--- src/rtl/gsts_pkg.sv ---
package gsts_pkg;

    localparam int OffsetWidth = 18;
    localparam int OccWidth    = 17;
    localparam int IndexWidth  = 5;
    localparam int StartWidth  = 16;
    localparam int AmpWidth    = 15;
    localparam int CfgIdxWidth = 2;
    localparam int CfgDataWidth = 17;
    localparam int InDataWidth  = 24;
    localparam int OutDataWidth = 24;

    // golden-ratio fractions, scaled by 2^32
    localparam logic [31:0] FracLow  = 32'h61C8_8647;
    localparam logic [31:0] FracHigh = 32'h9E37_79B9;

    localparam logic [IndexWidth-1:0] MaxProbeIndex = 5'd17;

    localparam logic ACT_START = 1'b0;
    localparam logic ACT_MEAS  = 1'b1;

    localparam logic [CfgIdxWidth-1:0] CFG_REL_START = 2'd0;
    localparam logic [CfgIdxWidth-1:0] CFG_AMPLITUDE = 2'd1;
    localparam logic [CfgIdxWidth-1:0] CFG_TARGET    = 2'd2;

    typedef logic signed [OffsetWidth-1:0] offset_t;

    typedef struct packed {
        logic [StartWidth-1:0] rel_start;
        logic [AmpWidth-1:0]   amplitude;
        logic [OccWidth-1:0]   target;
        logic [IndexWidth-1:0] last_index;
    } cfg_t;

    typedef struct packed {
        logic                  valid;
        offset_t               dac_offset;
        logic                  is_final;
        logic [IndexWidth-1:0] probe_index;
    } result_t;

    // bit length of a 16-bit value
    function automatic logic [IndexWidth-1:0] bit_len16(input logic [15:0] x);
        logic [IndexWidth-1:0] n;
        n = '0;
        for (int i = 0; i < 16; i++) begin
            if (x[i]) begin
                n = IndexWidth'(i + 1);
            end
        end
        return n;
    endfunction

endpackage

--- src/rtl/golden_section_threshold_search_unit.sv ---
// Channel  Dir  Handshake            Payload
// s_       in   s_tvalid / s_tready  s_tuser = action, s_tdata = occupancy
// m_       out  m_tvalid / m_tready  m_tdata = dac_offset, probe_index; m_tlast = is_final
// cfg_     in   cfg_valid / cfg_ready cfg_index, cfg_data
//
// One word is accepted per cycle while the output is not stalled. A word's result, if any,
// goes via the input register, update logic and multiplier into the output register.
// The single 19 x 32 bit probe multiply sets the critical path.
// Reset is synchronous, active low; no clearing pass is needed.
// A stalled output holds the pipe; the input register drains as soon as the output
// register is free or being taken. cfg_ready is always high.
module golden_section_threshold_search_unit
    import gsts_pkg::*;
(
    input  logic                    aclk,
    input  logic                    aresetn,
    input  logic                    s_tvalid,
    output logic                    s_tready,
    input  logic [InDataWidth-1:0]  s_tdata,    // [16:0] occupancy
    input  logic                    s_tuser,    // [0] action
    output logic                    m_tvalid,
    input  logic                    m_tready,
    output logic [OutDataWidth-1:0] m_tdata,    // [17:0] dac_offset, [22:18] probe_index
    output logic                    m_tlast,    // is_final
    input  logic                    cfg_valid,
    output logic                    cfg_ready,
    input  logic [CfgIdxWidth-1:0]  cfg_index,
    input  logic [CfgDataWidth-1:0] cfg_data
);

    logic                  in_valid_reg, in_valid_next;
    logic                  in_action_reg;
    logic [OccWidth-1:0]   in_occ_reg;
    logic                  out_valid_reg, out_valid_next;
    offset_t               out_offset_reg;
    logic                  out_final_reg;
    logic [IndexWidth-1:0] out_index_reg;
    logic                  out_free;
    logic                  fire;
    logic                  s_fire;
    cfg_t                  cfg;
    result_t               res;
    logic                  search_active;

    assign cfg_ready = 1'b1;

    gsts_cfg u_cfg (
        .aclk      (aclk),
        .aresetn   (aresetn),
        .cfg_valid (cfg_valid),
        .cfg_index (cfg_index),
        .cfg_data  (cfg_data),
        .cfg       (cfg)
    );

    assign out_free = !out_valid_reg || m_tready;
    assign fire     = in_valid_reg && out_free;
    assign s_tready = !in_valid_reg || out_free;
    assign s_fire   = s_tvalid && s_tready;

    gsts_core u_core (
        .aclk          (aclk),
        .aresetn       (aresetn),
        .fire          (fire),
        .action        (in_action_reg),
        .occupancy     (in_occ_reg),
        .cfg           (cfg),
        .res           (res),
        .search_active (search_active)
    );

    assign in_valid_next  = s_fire || (in_valid_reg && !fire);
    // hold the result until taken; load a new one when the core produces it
    assign out_valid_next = (fire && res.valid) || (out_valid_reg && !m_tready);

    always_ff @(posedge aclk) begin
        if (!aresetn) begin
            in_valid_reg  <= 1'b0;
            out_valid_reg <= 1'b0;
        end else begin
            in_valid_reg  <= in_valid_next;
            out_valid_reg <= out_valid_next;
        end
    end

    always_ff @(posedge aclk) begin
        if (s_fire) begin
            in_action_reg <= s_tuser;
            in_occ_reg    <= s_tdata[OccWidth-1:0];
        end
        if (fire && res.valid) begin
            out_offset_reg <= res.dac_offset;
            out_final_reg  <= res.is_final;
            out_index_reg  <= res.probe_index;
        end
    end

    assign m_tvalid = out_valid_reg;
    assign m_tdata  = {1'b0, out_index_reg, out_offset_reg};
    assign m_tlast  = out_final_reg;

    a_start_gives_probe_zero: assert property (@(posedge aclk) disable iff (!aresetn)
        fire && in_action_reg == ACT_START |=> m_tvalid && !m_tlast
            && m_tdata[22:18] == '0 && search_active)
        else $error("start word did not open a search with probe zero");

    a_final_ends_search: assert property (@(posedge aclk) disable iff (!aresetn)
        fire && res.valid && res.is_final |=> !search_active)
        else $error("search still active after final result");

    a_idle_measure_silent: assert property (@(posedge aclk) disable iff (!aresetn)
        fire && in_action_reg == ACT_MEAS && !search_active |-> !res.valid)
        else $error("measurement while idle produced a result");

    a_index_range: assert property (@(posedge aclk) disable iff (!aresetn)
        m_tvalid |-> m_tdata[22:18] <= MaxProbeIndex)
        else $error("probe index out of range");

endmodule

--- src/rtl/gsts_cfg.sv ---
module gsts_cfg
    import gsts_pkg::*;
(
    input  logic                    aclk,
    input  logic                    aresetn,
    input  logic                    cfg_valid,
    input  logic [CfgIdxWidth-1:0]  cfg_index,
    input  logic [CfgDataWidth-1:0] cfg_data,
    output cfg_t                    cfg
);

    logic [StartWidth-1:0] rel_start_reg;
    logic [AmpWidth-1:0]   amplitude_reg;
    logic [OccWidth-1:0]   target_reg;
    logic [IndexWidth-1:0] last_index_reg;
    logic [IndexWidth-1:0] last_index_next;

    // last probe index follows amplitude: bit_length(amplitude + 1) + 1
    assign last_index_next = bit_len16(16'(cfg_data[AmpWidth-1:0]) + 16'd1) + 5'd1;

    always_ff @(posedge aclk) begin
        if (!aresetn) begin
            rel_start_reg  <= '0;
            amplitude_reg  <= 15'd255;
            target_reg     <= 17'd32768;
            last_index_reg <= 5'd10;
        end else if (cfg_valid) begin
            case (cfg_index)
                CFG_REL_START: rel_start_reg <= cfg_data[StartWidth-1:0];
                CFG_AMPLITUDE: begin
                    amplitude_reg  <= cfg_data[AmpWidth-1:0];
                    last_index_reg <= last_index_next;
                end
                CFG_TARGET:    target_reg <= cfg_data;
                default: ;
            endcase
        end
    end

    assign cfg.rel_start  = rel_start_reg;
    assign cfg.amplitude  = amplitude_reg;
    assign cfg.target     = target_reg;
    assign cfg.last_index = last_index_reg;

endmodule

--- src/rtl/gsts_probe.sv ---
module gsts_probe
    import gsts_pkg::*;
(
    input  offset_t win_low,
    input  offset_t win_high,
    input  logic    sel_high,
    output offset_t probe
);

    logic signed [OffsetWidth:0]   span;
    logic signed [51:0]            span_ext;
    logic signed [51:0]            frac_ext;
    logic signed [51:0]            prod;
    logic signed [OffsetWidth:0]   part;
    logic signed [OffsetWidth:0]   sum;

    assign span     = {win_high[OffsetWidth-1], win_high} - {win_low[OffsetWidth-1], win_low};
    assign span_ext = 52'(span);
    assign frac_ext = {20'd0, (sel_high ? FracHigh : FracLow)};
    assign prod     = span_ext * frac_ext;
    // arithmetic shift by 32 floors toward minus infinity
    assign part     = prod[50:32];
    assign sum      = {win_low[OffsetWidth-1], win_low} + part;
    assign probe    = sum[OffsetWidth-1:0];

endmodule

--- src/rtl/gsts_core.sv ---
module gsts_core
    import gsts_pkg::*;
(
    input  logic                aclk,
    input  logic                aresetn,
    input  logic                fire,
    input  logic                action,
    input  logic [OccWidth-1:0] occupancy,
    input  cfg_t                cfg,
    output result_t             res,
    output logic                search_active
);

    offset_t               window_low_reg, window_low_next;
    offset_t               window_high_reg, window_high_next;
    offset_t               probe_low_reg, probe_low_next;
    offset_t               probe_high_reg, probe_high_next;
    logic [OccWidth-1:0]   occ_low_reg, occ_low_next;
    logic [OccWidth-1:0]   occ_high_reg, occ_high_next;
    logic                  probing_high_reg, probing_high_next;
    logic [IndexWidth-1:0] step_count_reg, step_count_next;
    offset_t               last_probe_reg, last_probe_next;
    logic                  active_reg, active_next;

    // update stage before the new probe is placed
    offset_t               pl_upd, ph_upd;
    logic                  need_probe;
    logic                  fin;
    offset_t               final_offset;
    logic                  res_valid;
    logic [IndexWidth-1:0] res_index;
    offset_t               probe_v;

    always_comb begin
        offset_t               start;
        logic [OccWidth-1:0]   lo, hi, dl, dh;
        logic [IndexWidth-1:0] idx;

        window_low_next   = window_low_reg;
        window_high_next  = window_high_reg;
        pl_upd            = probe_low_reg;
        ph_upd            = probe_high_reg;
        occ_low_next      = occ_low_reg;
        occ_high_next     = occ_high_reg;
        probing_high_next = probing_high_reg;
        step_count_next   = step_count_reg;
        active_next       = active_reg;
        need_probe        = 1'b0;
        fin               = 1'b0;
        final_offset      = last_probe_reg;
        res_valid         = 1'b0;
        res_index         = step_count_reg;
        start = {{(OffsetWidth-StartWidth){cfg.rel_start[StartWidth-1]}}, cfg.rel_start};
        idx   = step_count_reg;
        lo    = '0;
        hi    = '0;
        dl    = '0;
        dh    = '0;

        if (fire) begin
            if (action == ACT_START) begin
                window_low_next   = start;
                window_high_next  = start + OffsetWidth'(cfg.amplitude) + 18'sd1;
                occ_low_next      = '0;
                occ_high_next     = '0;
                probing_high_next = 1'b0;
                step_count_next   = '0;
                active_next       = 1'b1;
                need_probe        = 1'b1;
                res_valid         = 1'b1;
                res_index         = '0;
            end else if (active_reg) begin
                res_valid = 1'b1;
                if (idx == '0) begin
                    occ_low_next      = occupancy;
                    probing_high_next = 1'b1;
                end else begin
                    if (probing_high_reg) begin
                        occ_high_next = occupancy;
                    end else begin
                        occ_low_next = occupancy;
                    end
                    lo = occ_low_next;
                    hi = occ_high_next;
                    if (idx >= cfg.last_index) begin
                        dl = (lo > cfg.target) ? lo - cfg.target : cfg.target - lo;
                        dh = (hi > cfg.target) ? hi - cfg.target : cfg.target - hi;
                        if (dl < dh) begin
                            final_offset = probe_low_reg;
                        end else if (dh < dl) begin
                            final_offset = probe_high_reg;
                        end
                        fin         = 1'b1;
                        active_next = 1'b0;
                    end else begin
                        if (lo < hi || lo > cfg.target) begin
                            window_low_next = probe_low_reg;
                        end
                        if (hi > cfg.target) begin
                            window_low_next = probe_high_reg;
                        end
                        if (lo >= hi && hi < cfg.target) begin
                            window_high_next = probe_high_reg;
                        end
                        if (lo < hi || hi > cfg.target) begin
                            pl_upd       = probe_high_reg;
                            occ_low_next = hi;
                        end
                        if (lo >= hi && lo < cfg.target) begin
                            ph_upd            = pl_upd;
                            occ_high_next     = lo;
                            probing_high_next = 1'b0;
                        end else begin
                            probing_high_next = 1'b1;
                        end
                    end
                end
                if (!fin) begin
                    need_probe      = 1'b1;
                    step_count_next = idx + 5'd1;
                    res_index       = idx + 5'd1;
                end else begin
                    res_index = idx;
                end
            end
        end
    end

    gsts_probe u_probe (
        .win_low  (window_low_next),
        .win_high (window_high_next),
        .sel_high (probing_high_next),
        .probe    (probe_v)
    );

    // place the new probe
    always_comb begin
        probe_low_next  = pl_upd;
        probe_high_next = ph_upd;
        last_probe_next = last_probe_reg;
        if (need_probe) begin
            last_probe_next = probe_v;
            if (probing_high_next) begin
                probe_high_next = probe_v;
            end else begin
                probe_low_next = probe_v;
            end
        end
    end

    always_comb begin
        res.valid       = res_valid;
        res.dac_offset  = fin ? final_offset : probe_v;
        res.is_final    = fin;
        res.probe_index = res_index;
    end

    always_ff @(posedge aclk) begin
        if (!aresetn) begin
            window_low_reg   <= '0;
            window_high_reg  <= '0;
            probe_low_reg    <= '0;
            probe_high_reg   <= '0;
            occ_low_reg      <= '0;
            occ_high_reg     <= '0;
            probing_high_reg <= 1'b0;
            step_count_reg   <= '0;
            last_probe_reg   <= '0;
            active_reg       <= 1'b0;
        end else begin
            window_low_reg   <= window_low_next;
            window_high_reg  <= window_high_next;
            probe_low_reg    <= probe_low_next;
            probe_high_reg   <= probe_high_next;
            occ_low_reg      <= occ_low_next;
            occ_high_reg     <= occ_high_next;
            probing_high_reg <= probing_high_next;
            step_count_reg   <= step_count_next;
            last_probe_reg   <= last_probe_next;
            active_reg       <= active_next;
        end
    end

    assign search_active = active_reg;

endmodule

--- config.mk ---
export PLATFORM = sky130hd
export DESIGN_NAME = golden_section_threshold_search_unit
export DESIGN_NICKNAME = d
export VERILOG_FILES = /design/src/rtl/gsts_pkg.sv /design/src/rtl/golden_section_threshold_search_unit.sv /design/src/rtl/gsts_cfg.sv /design/src/rtl/gsts_probe.sv /design/src/rtl/gsts_core.sv
export SDC_FILE = /design/constraint.sdc
export NUM_CORES = 2
export LEC_CHECK = 0
export CORE_MARGIN = 8
export CORE_UTILIZATION = 40
export DETAILED_ROUTE_END_ITERATION = 6
export DONT_BUFFER_PORTS = 1
export SLEW_MARGIN = 20
export SYNTH_ARGS = -nofsm -noshare
export SYNTH_HDL_FRONTEND = slang
export SYNTH_SLANG_ARGS = --single-unit
--- constraint.sdc ---
create_clock -name aclk -period 29 [get_ports aclk]
set_clock_uncertainty 0.1 [all_clocks]
set_input_delay 2.9 -clock aclk [delete_from_list [all_inputs] [get_ports aclk]]
set_output_delay 2.9 -clock aclk [all_outputs]
set_load 0.005 [all_outputs]
==> key figures <==
Timing
  • Slew @ Worst Pin: 1130 ps
  • Period utilization: about three fifths
  • Final Hold Fails: 0
  • Achievable Freq: 0.0571 GHz
  • Final setup violation count: 0
  • Max-slew headroom: 24.8%
  • RSZ-0062 raised after global routing: no
  • Tmin final: roughly 18,000 ps
  • Setup TNS: 0 ps
  • Max-slew violation count: 0

Place
  • Port-buffer cells: 0
  • Placer Congestion: 0.959
  • Post-DP HPWL: 78.1 mm
  • Placed cells: 4,368

Run
  • MaxCap Viol Count: 0

Detailed routing
  • Vias: 24.8k
  • Initial drt markers: 2,030
  • 1st-pass router iterations: 6
  • Drt via density: 5.60
  • Final WL: approximately 95 mm
  • Remaining DRCs: 0
  • DRT antenna net count: 0
  • Wire length per cell: around 22 um

Logic synthesis
  • Synth async-reset ratio: 0%
  • Main synth FF type: dfxtp_1
  • Sequential fraction of the synthesis area: 16.3%
  • EDFF count, synth: 42
  • Largest area contributor in the netlist: fa_1
  • Synthesized netlist cell count: 3,517
  • Avg Cell Area, Syn: around 8.7 um^2
  • Synth warnings: 0
  • Post-Synthesis Cell Area: slightly above 0.03 mm^2
  • Flops & latches, synth: 228
  • Synth unique cells: 91
  • Area share of the largest cell type after synthesis: between 20% and 30%
  • Area contributors post-synth: fa_1 23%, ha_1 14%, dfxtp_1 12%

Clock network
  • Hold-fix buffer count after cts: 0
  • CTS H-Tree Depth: 1
  • Setup bufs post-CTS: 0
  • Later-pin clock latency in the skew report: 580 ps
  • Clk sinks: ~230
  • CTS Buf Count: 27
  • CTS tree: built
  • Reg clk slew, reported paths: 60 ps
  • CTS root buffer: clkbuf_16
  • Post-cts resize count: 0
  • Maximum buffer depth of the clock tree: 3

Critical path
  • Max FO, Critical Path: 37
  • Worst Path Arrival: approximately 18,000 ps
  • Most numerous cell on the critical path: fa_1
  • Crit-path max cell delay: 820 ps
  • Endpoint type of the worst setup path: register
  • Critical path class: register to register
  • Worst Path Required: 29,160 ps
  • CP startpoint kind: register
  • CP max stage cell: xnor2_1

Global route
  • Vias in the first global route: 24.2k
  • Largest net degree at the start of global routing: 81
  • Initial antenna violation count: 3
  • Global-route wire length before repair: 148 mm
  • Total gr overflow: 0
  • Total GRT Usage: 22.0%

Cells and area
  • Area growth, synth to finish: 5.79%
  • Fill cells: 7,502
  • Commonest non-fill, non-tap cell in the layout: inv_1
  • Layout cells sized above 1: 4.77%
  • Commonest non-fill, non-tap cells in the layout: 533 x inv_1, 347 x ha_1, 346 x fa_1, 304 x nand2_1, 248 x a21oi_1
  • Non-filler cells, final: 4,419
  • Final net count: about 4.2k

Floorplan
  • Initial Utilization: 40.3%
  • Height of the die: 292 um
  • Die footprint: 0.0854 mm^2
  • Row cnt: roughly 100
  • IO Count: 77
  • Die W: roughly 290 um
  • Core area: 0.0757 mm^2

Min path
  • Hold crit path type: register to register

Run status
  • Status: finished clean
[per-layer routing]
layer / global-route usage [%] / up-vias / routed length (um)
met5: 0 / - / 0
met3: 4.06 / 97 / 7330
met4: 3.92 / 0 / 1720
met2: 33.9 / 797 / 41100
li1: - / 11800 / -
met1: 32.3 / 12100 / 44900
[synthesized netlist by cell type (all sizes together) (16+ instances only)]
master	instances
and2	29
o22ai	53
dfxtp	186
nor2b	22
and3	26
o211ai	36
o21a	19
edfxtp	42
a22oi	16
ha	347
clkbuf	126
mux2i	93
nand3	59
mux2	47
a211oi	45
xor2	34
a21oi	250
xnor2	76
a31oi	24
o21bai	19
fa	346
o21ai	113
buf	29
nor3	76
nand2	306
o31ai	29
nor2	205
inv	535
nand4	37
nand2b	32
a21o	83
[cell type report]
class,count,area (um^2),share of cell area [%]
Tap cell,978,1220,3.79
Timing Repair Buffer,26,195,0.605
Sequential cell,228,4990,15.4
Antenna cell,2,5.00,0.0155
Clock inverter,10,121,0.376
Inverter,535,2010,6.23
Multi-Input combinational cell,2601,23000,71.1
Clock buffer,39,781,2.42
[critical path: cells and delay by family (launching register included)]
family	cells	cell delay, ps
xor gates and xnor gates	1	820
DFF	1	310
buffers and inverters	6	1110
adders and majority gates	12	5070
AOI/OAI and AO/OA	21	5450
muxes	1	460
and+or+nand+nor	17	3820
[stage by stage]
stage	hold slack, ps	setup slack, ps	utilization (%)	instance area, um^2
after floorplan	329	14520	-	30500
after detailed placement	344	11700	41.4	31400
after CTS	351	11690	42.6	32300
after global placement	335	11740	41.4	31400
final	346	11500	42.6	32300
after global routing	369	10410	42.6	32300
[cell families (layout without fill, tap and decap cells)]
family                   after synthesis  in the layout  synth area share, %
AND/OR/NAND/NOR                      861            861                 13.2
adder cells (fa/ha/maj)              693            693                 36.9
multiplexers                         140            140                 4.79
flip-flops                           228            228                 16.3
XOR/XNOR                             110            110                 3.16
other                                  2              6               0.0246
AO/OA/AOI/OAI                        793            793                 16.9
buffers and inverters                690            610                 8.64
[final timing paths]
path,start,endpoint,slack (ps),cells past startpoint
min,u_core.occ_high_reg[10]$_SDFFE_PN0P_,u_core.occ_high_reg[10]$_SDFFE_PN0P_,350,2
max,u_core.probing_high_reg$_SDFF_PN0_,out_offset_reg[17]$_DFFE_PP_,11500,58
max reg2reg,u_core.probing_high_reg$_SDFF_PN0_,out_offset_reg[17]$_DFFE_PP_,11500,58
min reg2reg,u_core.occ_high_reg[10]$_SDFFE_PN0P_,u_core.occ_high_reg[10]$_SDFFE_PN0P_,350,2
Power is left out: the tool's default activity adds up to more than one toggle a clock period on the data nets, which glitch-free logic cannot reach.
